==> config.mk <==
export PLATFORM = sky130hd
export DESIGN_NAME = partition_fit_allocator
export DESIGN_NICKNAME = d
export VERILOG_FILES = /design/src/design/pfa_pkg.sv /design/src/design/partition_fit_allocator.sv
export SDC_FILE = /design/constraint.sdc
export NUM_CORES = 1
export LEC_CHECK = 0
export BUFFER_PORTS_ARGS = -buffer_cell sky130_fd_sc_hd__buf_2
export CAP_MARGIN = 20
export CORE_AREA = 5 5 290 292
export CTS_BUF_LIST = sky130_fd_sc_hd__clkbuf_16
export CTS_CLUSTER_DIAMETER = 150
export CTS_CLUSTER_SIZE = 14
export DETAILED_ROUTE_END_ITERATION = 10
export DIE_AREA = 0 0 295 297
export PLACE_DENSITY = 0.81
export SYNTH_ARGS = -nofsm -noshare
export SYNTH_HDL_FRONTEND = slang
export SYNTH_SLANG_ARGS = --single-unit
==> constraint.sdc <==
create_clock -name clk -period 5.3 [get_ports clk]
set_input_delay 0.53 -clock clk [delete_from_list [all_inputs] [get_ports clk]]
set_output_delay 0.53 -clock clk [all_outputs]
set_load 0.01 [all_outputs]
==> src/design/pfa_pkg.sv <==
package pfa_pkg;

  localparam int NUM_SLOTS_DEFAULT = 64;
  localparam int SIZE_BITS_DEFAULT = 16;

  localparam int AMOUNT_W = 16;
  localparam int SLOT_W = 6;
  localparam int CFG_INDEX_W = 2;
  localparam int CFG_DATA_W = 7;

  localparam logic OP_LOAD = 1'b0;
  localparam logic OP_ALLOC = 1'b1;

  localparam logic [1:0] FIT_FIRST = 2'd0;
  localparam logic [1:0] FIT_BEST = 2'd1;
  localparam logic [1:0] FIT_WORST = 2'd2;

  localparam logic [CFG_INDEX_W-1:0] CFG_FIT_MODE = 2'd0;
  localparam logic [CFG_INDEX_W-1:0] CFG_BLOCK_COUNT = 2'd1;

  localparam logic [1:0] FIT_MODE_RESET = FIT_FIRST;
  localparam logic [6:0] BLOCK_COUNT_RESET = 7'd64;

  typedef struct packed {
    logic opcode;
    logic [SLOT_W-1:0] slot_index;
    logic [AMOUNT_W-1:0] amount;
  } req_t;

  typedef struct packed {
    logic granted;
    logic [SLOT_W-1:0] chosen_slot;
  } rsp_t;

endpackage

==> src/design/partition_fit_allocator.sv <==
// Partition allocator over a table of free sizes held in one synchronous RAM. A load transaction
// writes one entry and does not raise req_stall. An allocate transaction scans entries
// 0 to L-1, where L is block_count saturated to NUM_SLOTS, at one RAM read per cycle. It then
// writes the reduced size back if an entry fits and posts the result. req_stall stays high from
// the taken allocation through the scan and ST_FINISH, so no new transaction is taken before
// the last one is through. With no partition in use it goes straight to ST_FINISH. A
// waiting result sits in an output register while the next transaction is taken, and only the
// posting of a new allocation result waits for that register to drain. Configuration
// registers: index 0 is fit_mode (first, best or worst fit) and index 1 is block_count.
module partition_fit_allocator #(
  parameter int NUM_SLOTS = pfa_pkg::NUM_SLOTS_DEFAULT,
  parameter int SIZE_BITS = pfa_pkg::SIZE_BITS_DEFAULT
) (
  input  logic clk,
  input  logic rst,
  input  logic req_valid,
  output logic req_stall,
  input  pfa_pkg::req_t req,
  output logic rsp_valid,
  input  logic rsp_stall,
  output pfa_pkg::rsp_t rsp,
  input  logic cfg_valid,
  output logic cfg_ready,
  input  logic [pfa_pkg::CFG_INDEX_W-1:0] cfg_index,
  input  logic [pfa_pkg::CFG_DATA_W-1:0] cfg_data
);

  localparam int IDX_W = (NUM_SLOTS > 1) ? $clog2(NUM_SLOTS) : 1;
  localparam int CMP_W = (SIZE_BITS > pfa_pkg::AMOUNT_W) ? SIZE_BITS : pfa_pkg::AMOUNT_W;

  typedef enum logic [1:0] {
    ST_IDLE,
    ST_SCAN,
    ST_FINISH
  } state_t;

  state_t state;
  logic [1:0] fit_mode;
  logic [6:0] block_count;

  logic [SIZE_BITS-1:0] mem [NUM_SLOTS];
  logic [SIZE_BITS-1:0] rd_data;

  logic [pfa_pkg::AMOUNT_W-1:0] amt;
  logic [1:0] mode;
  logic [IDX_W-1:0] last_idx;
  logic [IDX_W-1:0] issue_idx;
  logic issuing;
  logic data_valid;
  logic data_last;
  logic [IDX_W-1:0] data_idx;
  logic found;
  logic [IDX_W-1:0] pick;
  logic [SIZE_BITS-1:0] best;

  logic req_fire;
  logic load_fire;
  logic alloc_fire;
  logic slot_in_range;
  int lim;
  logic fits;
  logic take;
  logic finish_fire;
  logic mem_we;
  logic [IDX_W-1:0] mem_wa;
  logic [SIZE_BITS-1:0] mem_wd;

  assign cfg_ready = 1'b1;
  assign req_stall = (state != ST_IDLE);
  assign req_fire = req_valid && !req_stall;
  assign load_fire = req_fire && (req.opcode == pfa_pkg::OP_LOAD);
  assign alloc_fire = req_fire && (req.opcode == pfa_pkg::OP_ALLOC);
  assign slot_in_range = int'(req.slot_index) < NUM_SLOTS;
  assign lim = (int'(block_count) > NUM_SLOTS) ? NUM_SLOTS : int'(block_count);
  assign finish_fire = (state == ST_FINISH) && (!rsp_valid || !rsp_stall);

  always_comb begin
    fits = CMP_W'(rd_data) >= CMP_W'(amt);
    take = 1'b0;
    if (data_valid && fits) begin
      if (!found) begin
        take = 1'b1;
      end else if (mode == pfa_pkg::FIT_BEST) begin
        take = rd_data < best;
      end else if (mode == pfa_pkg::FIT_WORST) begin
        take = rd_data > best;
      end
    end
  end

  always_comb begin
    mem_we = 1'b0;
    mem_wa = IDX_W'(req.slot_index);
    mem_wd = SIZE_BITS'(req.amount);
    if (load_fire && slot_in_range) begin
      mem_we = 1'b1;
    end else if (finish_fire && found) begin
      mem_we = 1'b1;
      mem_wa = pick;
      mem_wd = best - SIZE_BITS'(amt);
    end
  end

  always_ff @(posedge clk) begin
    if (mem_we) begin
      mem[mem_wa] <= mem_wd;
    end
    rd_data <= mem[issue_idx];
  end

  always_ff @(posedge clk) begin
    if (rst) begin
      fit_mode <= pfa_pkg::FIT_MODE_RESET;
      block_count <= pfa_pkg::BLOCK_COUNT_RESET;
    end else if (cfg_valid && cfg_ready) begin
      if (cfg_index == pfa_pkg::CFG_FIT_MODE) begin
        fit_mode <= cfg_data[1:0];
      end else if (cfg_index == pfa_pkg::CFG_BLOCK_COUNT) begin
        block_count <= cfg_data;
      end
    end
  end

  always_ff @(posedge clk) begin
    if (rst) begin
      data_valid <= 1'b0;
    end else begin
      data_valid <= (state == ST_SCAN) && issuing;
    end
    data_idx <= issue_idx;
    data_last <= issue_idx == last_idx;
  end

  always_ff @(posedge clk) begin
    if (rst) begin
      state <= ST_IDLE;
      issuing <= 1'b0;
      issue_idx <= '0;
      found <= 1'b0;
      rsp_valid <= 1'b0;
      rsp <= '0;
    end else begin
      if (finish_fire) begin
        rsp_valid <= 1'b1;
      end else if (!rsp_stall) begin
        rsp_valid <= 1'b0;
      end
      unique case (state)
        ST_IDLE: begin
          if (alloc_fire) begin
            amt <= req.amount;
            mode <= fit_mode;
            last_idx <= IDX_W'(lim - 1);
            issue_idx <= '0;
            found <= 1'b0;
            pick <= '0;
            issuing <= (lim != 0);
            state <= (lim != 0) ? ST_SCAN : ST_FINISH;
          end
        end
        ST_SCAN: begin
          if (issuing) begin
            if (issue_idx == last_idx) begin
              issuing <= 1'b0;
            end else begin
              issue_idx <= issue_idx + 1'b1;
            end
          end
          if (take) begin
            found <= 1'b1;
            pick <= data_idx;
            best <= rd_data;
          end
          if (data_valid && data_last) begin
            state <= ST_FINISH;
          end
        end
        ST_FINISH: begin
          if (finish_fire) begin
            rsp.granted <= found;
            rsp.chosen_slot <= found ? pfa_pkg::SLOT_W'(pick) : '0;
            issue_idx <= '0;
            state <= ST_IDLE;
          end
        end
        default: begin
          state <= ST_IDLE;
        end
      endcase
    end
  end

endmodule

==> results of run 1 <==
state kept, by name, indices dropped and copies added, names as in the netlist:
register / flops
last_idx: 6
mode: 2
rsp: 7
rd_data: 16
amt: 16
block_count: 7
mem: 1024
rsp_valid: 1
data_idx: 6
found: 1
data_valid: 1
state: 2
issue_idx: 6
fit_mode: 2
pick: 6
data_last: 1
best: 16
issuing: 1
kinds of logic after synthesis:
| group | synth area share (%) |
|---|---|
| AOI/OAI and AO/OA | 2.43 |
| xor gates and xnor gates | 0.375 |
| adders and majority gates | 1.46 |
| buffers and inverters | 1.45 |
| DFF | 74.8 |
| muxes | 16.5 |
| other | 0.00846 |
| and+or+nand+nor | 2.98 |
area by class of cell:
| cell class | count | area [um2] |
|---|---|---|
| clock buffer | 91 | 2280 |
| clock inverter | 46 | 278 |
| fill | 5249 | 32200 |
| inverter | 42 | 158 |
| multi-input combinational | 874 | 10700 |
| sequential | 1121 | 33200 |
| tap | 1070 | 1340 |
| timing repair buffer | 161 | 1200 |
power by group:
group          switching [mW]  internal, mW
sequential             0.0183          9.71
combinational           0.277         0.114
clock                    3.00          3.11
total                    3.29          12.9
per-layer routing:
metal,track usage [%],vias to the layer above
li1,-,9066
met1,34.0,11700
met2,39.8,1706
met3,6.20,329
met4,9.71,6
met5,0,-
metrics by stage:
stage	total power [mW]	area, um2	hold slack [ps]
2_1_floorplan	10.1	44300	326
3_3_place_gp	10.3	46500	390
3_5_place_dp	10.3	46500	390
4_1_cts	16.3	49100	43.2
5_1_grt	16.7	49100	57.8
6_report	16.2	49100	65.3
cells in the mapped netlist, drive strengths merged, types with 11 or more instances:
cell	count
a211oi	14
a21oi	38
buf	53
clkbuf	45
dfxtp	51
edfxtp	1070
ha	50
inv	42
mux2	11
mux2i	41
mux4	302
nand2	75
nand2b	21
nand3	16
nor2	102
nor2b	17
o21ai	45
xor2	11
critical path: cells and delay by family (launching register included):
family | cells | cell delay (ps)
mux | 2 | 650
flops | 1 | 910
buf+inv | 2 | 730
compound gates | 3 | 1030
worst paths after layout:
check | from | endpoint | slack, ps | cells after the start
hold reg to reg | issue_idx[5] | data_idx[5] | 400 | 0
setup / recovery | issue_idx[1] | rd_data[4] | 1770 | 7
setup reg to reg | issue_idx[1] | rd_data[4] | 1770 | 7
hold / removal | req[3] | amt[3] | 70 | 1
==> run_results.csv, run 1 <==
group,metric,value,unit
synth,ys_ff_latch,1121,
synth,yosysTopAreaCellShare,72.5,%
place,io_buffers,45,
setup_path,cp_max_fo,52,
place,gp_congestion,0.878,
global_routing,overflow,0,
drt,drc,0,
setup_path,required,5830,ps
finish,final_common_cell,"edfxtp_1",
finish,area_growth,10.8,%
global_routing,grt_max_degree,65,
drt,routed-wl-met2,53600,um
finish,nNetsFinal,2378,
synth,synth_cell_types,57,
clock_network,cts_sinks,1121,
sta,setup_tns,0,ps
synth,seq_area_frac_synth,74.8,%
sta,final.setup.worst_slack,1770,ps
setup_path,crit_path_start_kind,"register",
floorplanning,coreArea,0.0813,mm2
finish,antenna_cells,0,
drt,drtAntennaViolNets,0,
place,placedCellCount,3265,
sta,fin_skew,19.1,ps
synth,synth_top_area_cell,"edfxtp_1",
synth,syn-num-nets,2223,
floorplanning,start_util,54.5,%
clock_network,clockRootBuffer,"clkbuf_16",
hold_path,hold_path.class,"in2reg",
drt,finalWirelength,110000,um
clock_network,postCtsSetupBuffers,0,
drt,wl_met1,37700,um
synth,async_flop_share,0,%
drt,route.detailed.wl_per_inst,32.3,um
floorplanning,die_area,0.0876,mm2
sta,worst_slew_pin_slew,1120,ps
power_and_ir_drop,ir_drop,0.000297,V
synth,syn-instance-count,2135,
drt,topRoutingLayerUsed,"met5",
drt,firstDrtPassIters,6,
sta,setup_viol,0,
clock_network,h-tree-depth,3,
sta,fin_crit_sh,66.6,%
synth,synth_edf_count,1070,
global_routing,grt_pass1_wl,160000,um
floorplanning,die_y,297,um
run_status,outcome,"finished clean",
sta,fmax,283,MHz
setup_path,crit_path_max_incr_delay,910,ps
drt,via_per_inst,6.70,
setup_path,critical_path_class,"reg2reg",
clock_network,clock_path_buffers,3,
finish,layout-drive-gt1-share,25.7,%
floorplanning,io_pins,47,
flow_run,maxCapViolCount,0,
clock_network,cts_buffers,90,
finish,mostFrequentLayoutCells,"1070 x edfxtp_1, 302 x mux4_2, 108 x buf_4, 101 x nor2_1, 91 x clkbuf_16",
drt,drt_iter0_markers,3289,
global_routing,grt_pass1_vias,23300,
setup_path,cp.arrival,4070,ps
clock_network,cts_resized,0,
synth,netlist_top_cells_area,"edfxtp_1 72%, mux4_2 15%, dfxtp_1 2.3%",
setup_path,slowest_stage,"dfxtp_4",
global_routing,grt_usage,25.0,%
floorplanning,fp-row-count,105,
finish,final_util,60.4,%
floorplanning,die_x,295,um
place,dp_hpwl,62400,um
finish,fin_cells,3405,
clock_network,clkLatencyLatePin,660,ps
sta,rsz0062_at_grt,"no",
drt,via_count,22800,
sta,maxSlewViolCount,0,
sta,fin_crit,3530,ps
power_and_ir_drop,p_leak,15.5,nW
clock_network,tritoncts,"done",
synth,syn_avg_cell_area,20.8,um2
synth,yosysWarnings,0,
setup_path,critPathMostFrequentCell,"buf_4",
synth,ys_dominant_reg_cell,"edfxtp_1",
clock_network,cts_hold_buf,0,
drt,wl_met3,14000,um
power_and_ir_drop,power.density,330,mW/mm2
sta,final_hold_viol_count,0,
global_routing,antenna_found_initial,3,
setup_path,path_cells,"buf_4 > mux4_2 > mux2_2 > o21ai_0 > a2111oi_0 > buf_4 > a221o_1",
setup_path,end_kind,"register",
synth,syn_area,0.0443,mm2
sta,max-slew-margin-rel,25.1,%
clock_network,clk_pin_slew,70,ps
place,pre_cts_ws,1850,ps
Note: power is estimated with default switching activity, not from simulation.
==> run 2, diff against run 1 <==
--- a/config.mk
+++ b/config.mk
@@ -13,7 +13,7 @@
 export CTS_CLUSTER_SIZE = 14
 export DETAILED_ROUTE_END_ITERATION = 10
 export DIE_AREA = 0 0 295 297
-export PLACE_DENSITY = 0.81
+export PLACE_DENSITY = 0.79
 export SYNTH_ARGS = -nofsm -noshare
 export SYNTH_HDL_FRONTEND = slang
 export SYNTH_SLANG_ARGS = --single-unit
==> constraint.sdc (replaced) <==
create_clock -name clk -period 3.55 [get_ports clk]
set_input_delay 0.355 -clock clk [delete_from_list [all_inputs] [get_ports clk]]
set_output_delay 0.355 -clock clk [all_outputs]
set_load 0.01 [all_outputs]
==> run 2 against run 1 <==
Global-route usage is 0.92 points lower. Cell count is 1.1% higher. Design area is 0.91% higher. Flip-flop and latch count stayed put. Via count is 1.3% lower. Combinational power is 53% higher. Largest cell class unchanged. Non-clock buffer count is 39 higher.
==> run_results.csv, run 2 (synthesis gave the netlist of run 1 again) <==
group,metric,value,unit
setup_path,crit_path_start_kind,"register",
clock_network,h-tree-depth,3,
clock_network,cts_resized,0,
floorplanning,fp-row-count,105,
floorplanning,start_util,54.5,%
drt,finalWirelength,105000,um
finish,finalInstanceArea,0.0496,mm2
finish,final_common_cell,"edfxtp_1",
sta,fin_skew,20.2,ps
global_routing,grt_usage,24.1,%
drt,firstDrtPassIters,6,
finish,final-seq-area,0.0332,mm2
flow_run,maxCapViolCount,0,
setup_path,crit_path_max_incr_delay,690,ps
finish,mostFrequentLayoutCells,"1070 x edfxtp_1, 302 x mux4_2, 115 x buf_4, 101 x nor2_1, 90 x clkbuf_16",
setup_path,slowest_stage,"o22ai_1",
setup_path,critPathBufInv,1,
drt,via_per_inst,6.53,
clock_network,clockRootBuffer,"clkbuf_16",
setup_path,cp.arrival,3540,ps
hold_path,hp-start,"cfg_index[1]",
setup_path,path_delay_family,"simple AND/OR/NAND/NOR gates",
sta,final_hold_viol_count,0,
sta,rsz0062_at_grt,"no",
power_and_ir_drop,power.density,486,mW/mm2
sta,setup_viol,0,
setup_path,critical_path_class,"reg2reg",
drt,drtAntennaViolNets,0,
sta,max-slew-margin-rel,14.7,%
clock_network,clk_pin_slew,70,ps
sta,fin_crit_sh,91.0,%
drt,wl_met3,11400,um
floorplanning,die_area,0.0876,mm2
setup_path,critPathLaunch,"state[1]",
setup_path,end_kind,"register",
finish,largest_reg_flops,1024,
setup_path,path_cells,"nor2b_1 > nand3_4 > o22ai_1 > nand2_1 > nor2_1 > buf_4",
finish,layout-drive-gt1-share,26.0,%
hold_path,hold_path.class,"in2reg",
floorplanning,die_x,295,um
clock_network,tritoncts,"done",
clock_network,postCtsSetupBuffers,0,
finish,top_register,"mem",
floorplanning,io_pins,47,
sta,fin_crit,3230,ps
place,dp_hpwl,60500,um
drt,wl_met1,37500,um
setup_path,cp_max_fo,32,
run_status,outcome,"finished clean",
drt,route.detailed.wl_per_inst,30.4,um
power_and_ir_drop,ir_drop,0.000346,V
finish,multi_input_area,0.0107,mm2
drt,drc,0,
floorplanning,coreArea,0.0813,mm2
power_and_ir_drop,p_total,24.1,mW
clock_network,cts_buffers,90,
finish,fill_cells,5265,
place,placed_area,0.0468,mm2
drt,via_count,22500,
finish,area_growth,11.8,%
clock_network,cts_hold_buf,23,
clock_network,clkLatencyLatePin,650,ps
setup_path,r2r-start,"state[1]",
sta,worst_slew_pin_slew,1280,ps
drt,drt_iter0_markers,2820,
clock_network,cts_sinks,1121,
sta,maxSlewViolCount,0,
global_routing,grt_pass1_vias,23300,
floorplanning,die_y,297,um
setup_path,required,3860,ps
drt,topRoutingLayerUsed,"met5",
finish,nNetsFinal,2417,
global_routing,grt_pass1_wl,156000,um
drt,routed-wl-met2,51500,um
clock_network,clock_path_buffers,3,
global_routing,grt_max_degree,66,
global_routing,overflow,0,
sta,fmax,310,MHz
power_and_ir_drop,p_leak,15.7,nW
place,gp_congestion,0.860,
global_routing,antenna_found_initial,2,
place,io_buffers,45,
run 2: changes by cell type in the layout (fill, tap and decap cells not counted), moves of 2 or more:
cell and change:
a2111oi_0 -3, a2111oi_1 +2, buf_12 +9, buf_4 +7, dlygate4sd3_1 +23, inv_1 -2
run 2: path summary, 6_finish.rpt:
path                 endpoint  slack (ps)  depth (start not counted)
setup / recovery    mem[4][5]         320                          6
setup reg to reg    mem[4][5]         320                          6
hold reg to reg        rsp[4]         450                          2
hold / removal    fit_mode[0]         110                          4
run 2: final cells by class:
class / count / area share, %
tap: 1070 / 2.70
multi-input combinational: 874 / 21.7
sequential: 1121 / 66.9
timing repair buffer: 200 / 3.35
antenna: 1 / 0.00505
clock inverter: 45 / 0.555
clock buffer: 90 / 4.54
inverter: 42 / 0.318
run 2: worst reg2reg max path, stage by stage, from the launching register on:
cell and delay (ps):
dfxtp_1 460, nor2b_1 320, nand3_4 410, o22ai_1 690, nand2_1 420, nor2_1 210, buf_4 360
run 2: where the power goes:
part / switching (mW) / leakage [nW] / internal (mW)
Combinational: 0.401 / 4.28 / 0.197
Clock: 4.40 / 1.37 / 4.59
Sequential: 0.0236 / 10.0 / 14.5
run 2: metal layers:
| metal | vias up | track usage [%] |
|---|---|---|
| met5 | - | 0 |
| met4 | 2 | 9.19 |
| met3 | 228 | 5.20 |
| met2 | 1407 | 38.7 |
| met1 | 11700 | 33.1 |
| li1 | 9160 | - |
run 2: per-stage QoR:
stage	hold slack [ps]	util [%]	setup WS [ps]	setup TNS, ps	std cells
after detailed placement	436	57.6	406	0	3283
after floorplan	326	-	-1100	-144020	2135
final	107	61.0	319	0	3443
after CTS	86.8	61.0	396	0	3441
after global routing	127	61.0	199	0	3442
after global placement	421	57.6	-7.88	-7.88	3282
